File: src/rtl/core/clni_pkg.sv
// shared types and constants for the character lcd nibble interface
// no dependencies
`timescale 1ns / 1ps
`default_nettype none

package clni_pkg;

	localparam int HOLD_W          = 24;
	localparam logic [HOLD_W-1:0] HOLD_RESET = 24'd32000;
	localparam int INIT_LENGTH_DEF = 6;
	localparam int INIT_TABLE_SIZE = 6;
	localparam int IDX_W           = $clog2(INIT_TABLE_SIZE + 1);

	localparam logic [1:0] KIND_COMMAND = 2'd0;
	localparam logic [1:0] KIND_DATA    = 2'd1;
	localparam logic [1:0] KIND_CURSOR  = 2'd2;
	localparam logic [1:0] KIND_INIT    = 2'd3;

	localparam logic [7:0] CURSOR_BASE = 8'h80;
	localparam logic [7:0] ROW_OFFSET  = 8'h40;

	localparam logic [1:0] HOLD_ONE = 2'd1;
	localparam logic [1:0] HOLD_TWO = 2'd2;

	typedef struct packed {
		logic [1:0] kind;
		logic [7:0] value;
		logic       row;
	} req_item_t;

	typedef struct packed {
		logic [3:0] data_nibble;
		logic       reg_select;
		logic       enable_pin;
		logic [1:0] hold_periods;
		logic       last;
	} pin_item_t;

	function automatic logic [7:0] init_cmd(input logic [IDX_W-1:0] idx);
		logic [7:0] c;
		case (idx)
			3'd0: c = 8'h01;
			3'd1: c = 8'h02;
			3'd2: c = 8'h28;
			3'd3: c = 8'h06;
			3'd4: c = 8'h0F;
			3'd5: c = 8'h80;
			default: c = 8'h00;
		endcase
		return c;
	endfunction

endpackage

`default_nettype wire

File: src/rtl/core/char_lcd_nibble_interface.sv
// character lcd nibble interface: microcoded sequencer, one pin state per item
// an accepted request loads the sequencer, which then registers its pin states one by one
// a byte gives 4 pin states, init a zero one then each table byte; busy blocks new requests
// the step counter walks the control rom one step a cycle, stalling on the output register
// reset: asynchronous, clears the sequencer and output valid; hold period resets to 32000
`timescale 1ns / 1ps
`default_nettype none

module char_lcd_nibble_interface #(
	parameter int INIT_LENGTH = clni_pkg::INIT_LENGTH_DEF
) (
	input  wire                           clk,
	input  wire                           arst_n,
	input  wire                           cmd_valid,
	output logic                          cmd_stall,
	input  clni_pkg::req_item_t           cmd,
	output logic                          pin_valid,
	input  wire                           pin_stall,
	output clni_pkg::pin_item_t           pin_state,
	input  wire                           cfg_valid,
	output logic                          cfg_ready,
	input  wire [clni_pkg::HOLD_W-1:0]    cfg_data
);
	import clni_pkg::*;

	localparam logic [IDX_W-1:0] INIT_COUNT =
		IDX_W'((INIT_LENGTH > INIT_TABLE_SIZE) ? INIT_TABLE_SIZE : INIT_LENGTH);

	typedef enum logic [1:0] {NIB_HI, NIB_LO, NIB_ZERO} nib_sel_t;
	typedef enum logic [1:0] {BR_NEXT, BR_ALWAYS, BR_MORE} br_op_t;

	localparam logic [2:0] PC_HI_EN = 3'd0;
	localparam logic [2:0] PC_IDLE  = 3'd4;
	localparam logic [2:0] PC_LOAD  = 3'd5;

	typedef struct packed {
		logic       emit;
		nib_sel_t   nib;
		logic       en;
		logic       byte_end;
		logic       load;
		br_op_t     br;
		logic [2:0] target;
	} ctrl_word_t;

	function automatic ctrl_word_t ucode(input logic [2:0] pc);
		ctrl_word_t w;
		w = '{emit: 1'b0, nib: NIB_ZERO, en: 1'b0, byte_end: 1'b0, load: 1'b0,
			br: BR_MORE, target: PC_LOAD};
		case (pc)
			3'd0: begin
				w.emit = 1'b1; w.nib = NIB_HI; w.en = 1'b1; w.br = BR_NEXT;
			end
			3'd1: begin
				w.emit = 1'b1; w.nib = NIB_HI; w.br = BR_NEXT;
			end
			3'd2: begin
				w.emit = 1'b1; w.nib = NIB_LO; w.en = 1'b1; w.br = BR_NEXT;
			end
			3'd3: begin
				w.emit = 1'b1; w.nib = NIB_LO; w.byte_end = 1'b1;
				w.br = BR_MORE; w.target = PC_LOAD;
			end
			3'd4: begin
				w.emit = 1'b1; w.br = BR_ALWAYS; w.target = PC_LOAD;
			end
			3'd5: begin
				w.load = 1'b1; w.br = BR_ALWAYS; w.target = PC_HI_EN;
			end
			default: begin
				w.br = BR_MORE; w.target = PC_LOAD;
			end
		endcase
		return w;
	endfunction

	logic [HOLD_W-1:0] hold_period_cycles_q;
	logic              busy_q;
	logic [2:0]        pc_q;
	logic [IDX_W-1:0]  idx_q;
	logic              init_q;
	logic              rs_q;
	logic [7:0]        byte_q;
	logic              pin_valid_q;
	pin_item_t         pin_q;

	ctrl_word_t cw;
	logic       out_free;
	logic       more;
	logic       fire;
	logic       accept;
	logic [3:0] nib;
	logic [7:0] cursor_cmd;

	always_comb begin
		cw       = ucode(pc_q);
		out_free = !pin_valid_q || !pin_stall;
		more     = init_q && (idx_q < INIT_COUNT);
		fire     = busy_q && (!cw.emit || out_free);
		accept   = cmd_valid && !busy_q;
		case (cw.nib)
			NIB_HI:  nib = byte_q[7:4];
			NIB_LO:  nib = byte_q[3:0];
			default: nib = 4'd0;
		endcase
		cursor_cmd = CURSOR_BASE | (cmd.row ? ROW_OFFSET : 8'h00) | {2'b00, cmd.value[5:0]};
	end

	// control state
	always_ff @(posedge clk or negedge arst_n) begin
		if (!arst_n) begin
			busy_q               <= 1'b0;
			pc_q                 <= PC_HI_EN;
			idx_q                <= '0;
			pin_valid_q          <= 1'b0;
			hold_period_cycles_q <= HOLD_RESET;
		end else begin
			if (cfg_valid) begin
				hold_period_cycles_q <= cfg_data;
			end
			if (fire && cw.emit) begin
				pin_valid_q <= 1'b1;
			end else if (!pin_stall) begin
				pin_valid_q <= 1'b0;
			end
			if (accept) begin
				busy_q <= 1'b1;
				idx_q  <= '0;
				pc_q   <= (cmd.kind == KIND_INIT) ? PC_IDLE : PC_HI_EN;
			end else if (fire) begin
				if (cw.load) begin
					idx_q <= idx_q + 1'b1;
				end
				case (cw.br)
					BR_NEXT: pc_q <= pc_q + 3'd1;
					BR_ALWAYS: pc_q <= cw.target;
					default: begin
						if (more) begin
							pc_q <= cw.target;
						end else begin
							busy_q <= 1'b0;
						end
					end
				endcase
			end
		end
	end

	// datapath
	always_ff @(posedge clk) begin
		if (accept) begin
			init_q <= (cmd.kind == KIND_INIT);
			rs_q   <= (cmd.kind == KIND_DATA);
			byte_q <= (cmd.kind == KIND_CURSOR) ? cursor_cmd : cmd.value;
		end else if (fire && cw.load) begin
			rs_q   <= 1'b0;
			byte_q <= init_cmd(idx_q);
		end
		if (fire && cw.emit) begin
			pin_q.data_nibble  <= nib;
			pin_q.reg_select   <= (cw.nib == NIB_ZERO) ? 1'b0 : rs_q;
			pin_q.enable_pin   <= cw.en;
			pin_q.hold_periods <= (cw.byte_end && rs_q) ? HOLD_TWO : HOLD_ONE;
			pin_q.last         <= cw.byte_end && !more;
		end
	end

	assign cmd_stall = busy_q;
	assign pin_valid = pin_valid_q;
	assign pin_state = pin_q;
	assign cfg_ready = 1'b1;

endmodule

`default_nettype wire

File: config.mk
export PLATFORM = sky130hd
export DESIGN_NAME = char_lcd_nibble_interface
export DESIGN_NICKNAME = d
export VERILOG_FILES = /design/src/rtl/core/clni_pkg.sv /design/src/rtl/core/char_lcd_nibble_interface.sv
export SDC_FILE = /design/constraint.sdc
export NUM_CORES = 1
export LEC_CHECK = 0
export BUFFER_PORTS_ARGS = -buffer_cell sky130_fd_sc_hd__buf_4
export CORE_MARGIN = 2
export CORE_UTILIZATION = 44
export CTS_CLUSTER_SIZE = 40
export DETAILED_ROUTE_END_ITERATION = 6
export GPL_TIMING_DRIVEN = 0
export PLACE_DENSITY = 0.75
export SLEW_MARGIN = 25
export SYNTH_ARGS = -nofsm -noshare
export SYNTH_HDL_FRONTEND = slang
export SYNTH_SLANG_ARGS = --single-unit
File: constraint.sdc
create_clock -name clk -period 1.7 [get_ports clk]
set_input_delay 0.17 -clock clk [delete_from_list [all_inputs] [get_ports clk]]
set_output_delay 0.17 -clock clk [all_outputs]
set_load 0.02 [all_outputs]
==> impl_metrics.json, run 1 <==
{
  "synth-seq-cells": 27,
  "place.gp.congestion": 0.869,
  "vias_per_cell": 5.30,
  "synthMuxAreaShare_pct": 1.40,
  "p_per_area_nw_per_um2": 1840,
  "ff2ff_path_depth": 6,
  "ys.flop_type": "edfxtp_1",
  "peakVddDrop_uv": 826,
  "dp_slack_ns": -0.183,
  "coreArea_um2": 3080,
  "seq_area_frac_synth_pct": 53.8,
  "fmax_ghz": 0.571,
  "period_needed_ns": 1.75,
  "place_inst": 196,
  "synth-simple-area-share_pct": 19.4,
  "overflow": 0,
  "failed_checks": "negative setup slack",
  "slew_viol_final": 0,
  "final_cell_mix": "buf_4, edfxtp_1, nor2_1",
  "synth-edff-count": 19,
  "areaGrowthSynthToFinish_pct": 32.3,
  "async_reset_ff_share_pct": 29.6,
  "rows": 20,
  "grt.total_usage_pct": 16.6,
  "ios": 52,
  "clk_pin_slew_ns": 0.13,
  "drtPass1Iterations": 4,
  "synth_compound_area_share_pct": 12.9,
  "synth_area_leaders": "edfxtp_1, dfrtp_1, ha_1",
  "synth-xor-area-share_pct": 0.611,
  "syn_avg_cell_area_um2": 11.3,
  "hp-class": "in2reg",
  "stdcell_count": 211,
  "dieArea_um2": 3730,
  "hold_depth": 2,
  "antennaDiodeCount": 0,
  "ys_warn_count": 0,
  "fin_crit_sh_pct": 103,
  "port_buffers": 25,
  "syn-instance-count": 127,
  "antenna_found_initial": 0,
  "wire_per_inst_um": 13.7,
  "initialDrtViolationCount": 27,
  "setup_violations": 3,
  "yosysTopAreaCellShare_pct": 39.8,
  "grt_pass1_vias": 1009,
  "cts_tree": "yes",
  "fin_ws_ns": -0.0522,
  "finClkSkew_ns": 0.000857,
  "drc_errors": 0,
  "yosysUniqueCellTypes": 42,
  "final_common_cell": "buf_4",
  "initial_utilization_pct": 46.5,
  "clock_latency_ns": 0.31,
  "crit_arrival_ns": 1.95,
  "outcome": "finished, violations left",
  "cts_buffers": 3,
  "hold_viol_final": 0,
  "place_hpwl_um": 2110,
  "vias": 1118,
  "synth_fp_nets": 176,
  "leakagePower_uw": 0.000764,
  "synth.largest_area_cell": "edfxtp_1",
  "grt_max_degree": 15,
  "critPathMaxFanout": 8,
  "drive_gt1_share_pct": 40.1,
  "critical_path_class": "reg2reg",
  "cts_sinks": 27,
  "drt_wl_total_um": 2890,
  "grt_pass1_wl_um": 4580,
  "startpoint_type": "register",
  "cts_buffer_depth": 2,
  "cts_max_level": 1,
  "synth_fa_ha_area_share_pct": 7.86,
  "synth_top_family_by_area": "simple AND/OR/NAND/NOR gates",
  "endpoint_kind": "register",
  "die_h_um": 61.1,
  "finalPower_uw": 3490,
  "required_ns": 1.90,
  "clockRootBuffer": "clkbuf_4",
  "rsz0062_at_grt": "yes",
  "setup_tns_ns": -0.117,
  "nets": 217,
  "ant_nets": 0,
  "dieWidth_um": 61.1,
  "max-cap-violations": 0,
  "netlist_area_um2": 1430
}
registers in the layout, indices dropped and copies added, names as in the netlist, named ones only:
signal / flops
pc_q: 2
rs_q: 1
cmd_stall: 1
idx_q: 3
init_q: 1
pin_valid: 1
pin_state: 9
byte_q: 8
critical path: stages (launching register included):
cell	delay, ns
dfrtp_1	0.42
inv_2	0.08
buf_4	0.14
ha_4	0.19
or4_4	0.57
a21oi_2	0.19
a311oi_2	0.05
layout make-up:
type | count | area, um^2
repair buffers | 36 | 277
well taps | 44 | 55.1
inverters | 8 | 30.0
flip-flops and latches | 27 | 772
multi-input cells | 87 | 708
clock buffers | 4 | 26.3
plain buffers | 5 | 27.5
fillers | 252 | 1180
cells by family (layout without fill, tap and decap cells):
family | Yosys count | in the layout
multiplexers | 2 | 2
AND/OR/NAND/NOR | 50 | 50
buffers and inverters | 13 | 53
flip-flops | 27 | 27
adder cells (fa/ha/maj) | 9 | 9
XOR/XNOR | 1 | 1
AO/OA/AOI/OAI | 24 | 24
other | 1 | 1
per-layer routing:
| metal | share of wire (%) | routed length [um] | up-vias | GRT usage [%] |
|---|---|---|---|---|
| met3 | 4.5 | 129 | 8 | 2.73 |
| met2 | 50 | 1440 | 39 | 29.0 |
| met1 | 43 | 1250 | 531 | 20.4 |
| met5 | 0 | 0 | - | 0 |
| li1 | - | - | 540 | - |
| met4 | 2.4 | 68 | 0 | 6.52 |
repair_timing:
item,4_1_cts,5_1_grt
endpoints found under the setup margin,27,26
hold buffers,1,0
pin swaps,0,8
setup buffers,4,6
gates resized for setup,8,17
hold endpoints to repair,8,0
power by group:
| part | internal [uW] | switching, uW | leakage, uW |
|---|---|---|---|
| clock | 91.6 | 170 | 0.0000150 |
| sequential | 1070 | 171 | 0.000281 |
| combinational | 907 | 1080 | 0.000468 |
| total | 2070 | 1420 | 0.000764 |
cell usage after synthesis, types with 2 or more instances:
cell type / count
a21oi_1: 5
a22oi_1: 4
a31oi_1: 2
and2_1: 2
clkbuf_1: 3
dfrtp_1: 8
edfxtp_1: 19
ha_1: 9
inv_1: 8
mux2i_1: 2
nand2_1: 10
nand4_1: 2
nor2_1: 17
nor2b_1: 3
nor3_1: 2
nor3b_1: 4
o21ai_1: 2
worst paths after layout:
path	endpoint	slack, ns	from
setup reg to reg	pc_q[0]	-0.05	pc_q[1]
min in group asynchronous	idx_q[0]	0.19	arst_n
hold reg to reg	pin_valid	0.52	pin_valid
max in group asynchronous	pc_q[0]	1.37	arst_n
setup / recovery	pc_q[0]	-0.05	pc_q[1]
hold / removal	pin_valid	0.06	pin_stall
per-stage QoR:
stage,utilization [%],cell area [um^2],hold WS [ns]
global placement,54.8,1690,-0.00129
global route,61.6,1900,0.0517
finish,61.6,1900,0.0649
detailed placement,54.8,1690,0.000822
CTS,57.6,1770,0.0537
floorplan,-,1450,-0.126
Note: power is estimated with default switching activity, not from simulation.
==> run 2, diff against run 1 <==
- ABC_AREA: default -> 1
==> run 2 against run 1 <==
Effect of this change:
- the flow still finishes with violations (negative setup slack)
- routed wire length shrank 5.5%
- worst hold slack gained 0.0054 ns
- synthesized area is 1.0% higher
- first-iteration DRC count shrank 11%
- cell area fell by 2.3%
==> impl_metrics.json, run 2 <==
{
  "outcome": "finished, violations left",
  "failed_checks": "negative setup slack",
  "ys.flop_type": "edfxtp_1",
  "initialDrtViolationCount": 24,
  "vias": 1111,
  "vias_per_cell": 4.77,
  "leakagePower_uw": 0.000871,
  "fin_ws_ns": -0.0468,
  "grt_pass1_vias": 1068,
  "hp-class": "in2reg",
  "drc_errors": 0,
  "async_reset_ff_share_pct": 29.6,
  "clockRootBuffer": "clkbuf_4",
  "setup_violations": 12,
  "largest_register_ffs": 9,
  "max-cap-violations": 0,
  "place.gp.congestion": 0.867,
  "syn-instance-count": 153,
  "yosysTopAreaCellShare_pct": 39.4,
  "synthTopCellsByCount": "nand2_1, inv_1, edfxtp_1",
  "crit_arrival_ns": 1.80,
  "netlist_area_um2": 1450,
  "final_util_pct": 59.7,
  "clock_latency_ns": 0.32,
  "cts_tree": "yes",
  "synth_most_common_cell": "nand2_1",
  "synth-edff-count": 19,
  "slew_viol_final": 0,
  "rsz0062_at_grt": "yes",
  "period_needed_ns": 1.75,
  "ant_nets": 0,
  "critical_path_class": "reg2reg",
  "critPathMaxFanout": 5,
  "nets": 239,
  "areaGrowthSynthToFinish_pct": 27.9,
  "endpoint_kind": "register",
  "use_met1_pct": 19.8,
  "fmax_ghz": 0.572,
  "dp_slack_ns": -0.227,
  "clk_pin_slew_ns": 0.15,
  "die_h_um": 61.4,
  "grt_pass1_wl_um": 4460,
  "required_ns": 1.76,
  "rows": 20,
  "peakVddDrop_uv": 791,
  "fin_crit_sh_pct": 103,
  "dieWidth_um": 61.4,
  "antennaDiodeCount": 0,
  "startpoint_type": "register",
  "wire_per_inst_um": 11.7,
  "grt.total_usage_pct": 15.8,
  "p_per_area_nw_per_um2": 1780,
  "coreArea_um2": 3100,
  "ios": 52,
  "cts_sinks": 27,
  "overflow": 0,
  "top_usage_layer": "met2",
  "seq_area_frac_synth_pct": 53.2,
  "cts_buffers": 3,
  "gr-usage-met3_pct": 2.94,
  "hold_viol_final": 0,
  "synth-seq-cells": 27,
  "dieArea_um2": 3770,
  "finClkSkew_ns": 0.00399,
  "final_cell_mix": "nand2_1, buf_4, edfxtp_1",
  "cts_buffer_depth": 2,
  "synth.largest_area_cell": "edfxtp_1",
  "drtPass1Iterations": 4,
  "ys_warn_count": 0,
  "antenna_found_initial": 0,
  "cts_max_level": 1,
  "initial_utilization_pct": 46.7,
  "whs_ns": 0.0703,
  "synth_area_leaders": "edfxtp_1, dfrtp_1, nand2_1",
  "synth_fp_nets": 202,
  "place_hpwl_um": 2040,
  "grt.met2_usage_pct": 28.0,
  "grt_max_degree": 17,
  "port_buffers": 25,
  "syn_avg_cell_area_um2": 9.46,
  "yosysUniqueCellTypes": 27,
  "drt_wl_total_um": 2730,
  "drive_gt1_share_pct": 34.4,
  "final_common_cell": "nand2_1"
}
-- run 2: cell type report --
class	count	area, um^2
repair buffers	31	235
clock inverters	1	7.51
well taps	44	55.1
flip-flops and latches	27	773
fillers	268	1250
plain buffers	4	37.5
inverters	24	95.1
multi-input cells	99	626
clock buffers	3	22.5
-- run 2: per-layer routing --
metal / wire, um / up-vias
li1: - / 570
met1: 1180 / 510
met2: 1420 / 27
met3: 99 / 4
met4: 31 / 0
met5: 0 / -
-- run 2: worst max-delay path, cell delays in order, from the launching register on --
cell and delay [ns]:
dfrtp_2 0.48, inv_2 0.10, ha_4 0.18, a21oi_2 0.16
nand2_2 0.09, nand2_4 0.07, nand4_1 0.21, nand2_4 0.19
-- run 2: kinds of logic (layout without fill, tap and decap cells) --
family | count (synthesis) | count (layout) | synth area share, %
adders and majority gates | 9 | 9 | 7.78
AOI/OAI and AO/OA | 17 | 17 | 7.61
and+or+nand+nor | 71 | 72 | 22.1
other | 1 | 1 | 0.259
buffers and inverters | 28 | 63 | 8.99
DFF | 27 | 27 | 53.2
-- run 2: worst paths after layout --
path,depth (start not counted),startpoint,to,slack (ns)
hold / removal,3,cmd_valid,cmd_stall,0.07
setup / recovery,7,pc_q[1],byte_q[5],-0.05
max in group asynchronous,2,arst_n,pc_q[1],1.39
hold reg to reg,2,byte_q[0],pin_state[5],0.54
min in group asynchronous,2,arst_n,pin_valid,0.18
setup reg to reg,7,pc_q[1],byte_q[5],-0.05
-- run 2: per-stage QoR --
stage | area (um^2) | setup TNS (ns) | instances | power [uW]
after floorplan | 1460 | 0 | 153 | 2350
after global placement | 1700 | -1.75 | 222 | 2740
after detailed placement | 1700 | -2.04 | 222 | 2790
after CTS | 1810 | 0 | 233 | 3220
after global routing | 1850 | -0.990 | 233 | 3560
final | 1850 | -0.489 | 233 | 3300
-- run 2: power by group --
part,internal (uW),switching (uW)
Clock,89.9,196
Combinational,686,1050
Sequential,1110,174
-- run 2: what timing repair did --
item                                    CTS  global route
endpoints found under the setup margin   10            22
hold buffers                              1             0
endpoints found under the hold margin     8             0
pin swaps                                 5             9
setup buffers                             5             0
gates resized for setup                   8             7
gates cloned                              1             0
==> run 3, diff against run 2 <==
- CORE_ASPECT_RATIO: default -> 1.2
==> run 3 against run 2 <==
Effect of this change:
- the run still ends with negative setup slack left
- non-clock buffer count did not move
- critical path depth did not move
- global-route usage fell by 0.073 points
- register-to-register slack improved by 0.03 ns
- fmax rose by 1.6%
- clock power barely moved
- clock-buffer cell count did not move
- first-iteration DRC count fell by 13%
- clock skew rose by 0.0038 ns
- routed wire length fell by 0.33%
- final cell count fell by 3.4%
- combinational power barely moved
- largest power group unchanged
==> impl_metrics.json, run 3 (synthesized netlist as in run 2, its figures left out) <==
{
  "largest_register_ffs": 9,
  "final_cell_mix": "nand2_1, buf_4, edfxtp_1",
  "r2r_setup_slack_ns": -0.02,
  "clk_pin_slew_ns": 0.15,
  "clockRootBuffer": "clkbuf_4",
  "cts_sinks": 27,
  "seqCellArea_um2": 773,
  "antennaDiodeCount": 0,
  "place.gp.congestion": 0.860,
  "ant_nets": 0,
  "drive_gt1_share_pct": 34.4,
  "finish.instance_area_um2": 1840,
  "cts_buffers": 3,
  "max-cap-violations": 0,
  "vias": 1144,
  "drtPass1Iterations": 4,
  "required_ns": 1.76,
  "areaGrowthSynthToFinish_pct": 27.4,
  "p_per_area_nw_per_um2": 1790,
  "nets": 239,
  "dieArea_um2": 3770,
  "ios": 52,
  "ff2ff_path_depth": 7,
  "slew_viol_final": 0,
  "rsz0062_at_grt": "yes",
  "critPathMaxFanout": 5,
  "grt_pass1_vias": 1106,
  "use_met1_pct": 16.8,
  "outcome": "finished, violations left",
  "hp-class": "in2reg",
  "clock_latency_ns": 0.32,
  "fin_ws_ns": -0.0191,
  "multi_input_area_um2": 626,
  "p_int_uw": 1870,
  "p_sw_uw": 1430,
  "timing.rr.end": "rs_q",
  "power_frac_seq_pct": 38.9,
  "final_common_cell": "nand2_1",
  "antenna_found_initial": 0,
  "place_hpwl_um": 1990,
  "wire_per_inst_um": 12.1,
  "finClkSkew_ns": 0.00778,
  "initialDrtViolationCount": 21,
  "crit_arrival_ns": 1.78,
  "coreArea_um2": 3110,
  "endpoint_kind": "register",
  "dp_slack_ns": -0.249,
  "min_from": "cmd_valid",
  "hold_depth": 3,
  "initial_utilization_pct": 46.5,
  "gr-usage-met3_pct": 1.94,
  "cts_buffer_depth": 2,
  "nFillCells": 274,
  "peakVddDrop_uv": 998,
  "whs_ns": 0.0800,
  "cts_tree": "yes",
  "holdPathEnd": "cmd_stall",
  "drt_wl_total_um": 2720,
  "grt.met2_usage_pct": 31.9,
  "grt.total_usage_pct": 15.7,
  "port_buffers": 25,
  "fin_crit_sh_pct": 101,
  "failed_checks": "negative setup slack",
  "dieWidth_um": 56.4,
  "die_h_um": 66.8,
  "period_needed_ns": 1.72,
  "timing.rr.start": "pc_q[0]",
  "fmax_ghz": 0.582,
  "dpl-instance-area_um2": 1690,
  "drc_errors": 0,
  "startpoint_type": "register",
  "rows": 22,
  "grt_pass1_wl_um": 4620,
  "top_usage_layer": "met2",
  "overflow": 0,
  "leakagePower_uw": 0.000872,
  "grt_max_degree": 17,
  "hold_viol_final": 0,
  "vias_per_cell": 5.08,
  "p_sw_share_pct": 43.4,
  "setup_violations": 10,
  "comb_power_share_pct": 52.4,
  "critical_path_class": "reg2reg",
  "cts_max_level": 1,
  "power.share.clock_pct": 8.6
}
[run 3: power by group through the flow]
stage          sequential, uW  combinational [uW]  clock (uW)
2_1_floorplan            1410                 945           0
3_3_place_gp             1260                1470           0
3_5_place_dp             1280                1520           0
4_1_cts                  1260                1630         289
5_1_grt                  1320                1920         317
6_report                 1290                1730         285
[run 3: worst max path at each step]
stage	start	end	slack, ns
3_3_place_gp	pc_q[0]	byte_q[2]	-0.21
5_1_grt	pc_q[0]	byte_q[7]	-0.11
6_report	pc_q[0]	rs_q	-0.02
4_1_cts	pc_q[0]	idx_q[0]	0.003
2_1_floorplan	pc_q[0]	byte_q[0]	0.009
3_5_place_dp	pc_q[0]	byte_q[0]	-0.25
[run 3: what timing repair did]
item,in CTS,in global routing
endpoints found under the setup margin,10,25
gates cloned,1,0
pin swaps,4,6
endpoints found under the hold margin,8,0
buffers inserted,4,1
gates resized for setup,6,10
hold buffers,1,0
[run 3: layout make-up]
type	instances	area share [%]
Tap cell	36	2.44
Inverter	24	5.29
Timing Repair Buffer	31	12.8
Sequential cell	27	41.9
Clock buffer	3	1.22
Clock inverter	1	0.407
Multi-Input combinational cell	99	33.9
Buffer	4	2.04
[run 3: stage by stage]
| step | utilization (%) | power [uW] | instances | setup TNS, ns |
|---|---|---|---|---|
| floorplan | - | 2350 | 153 | 0 |
| global placement | 54.3 | 2740 | 214 | -1.90 |
| detailed placement | 54.3 | 2800 | 214 | -2.25 |
| CTS | 57.4 | 3180 | 224 | 0 |
| global route | 59.3 | 3560 | 225 | -1.27 |
| finish | 59.3 | 3300 | 225 | -0.114 |
[run 3: critical path, cell delays in order (launching register included)]
cell     delay (ns)
dfrtp_2        0.50
inv_4          0.08
ha_4           0.17
o21ai_4        0.13
nand2_2        0.10
nand2_4        0.07
nand4_1        0.21
nand2_2        0.19
[run 3: per-layer routing]
| layer | vias up | routed length [um] |
|---|---|---|
| met4 | 0 | 53 |
| li1 | 572 | - |
| met3 | 6 | 92 |
| met1 | 538 | 1070 |
| met5 | - | 0 |
| met2 | 28 | 1510 |
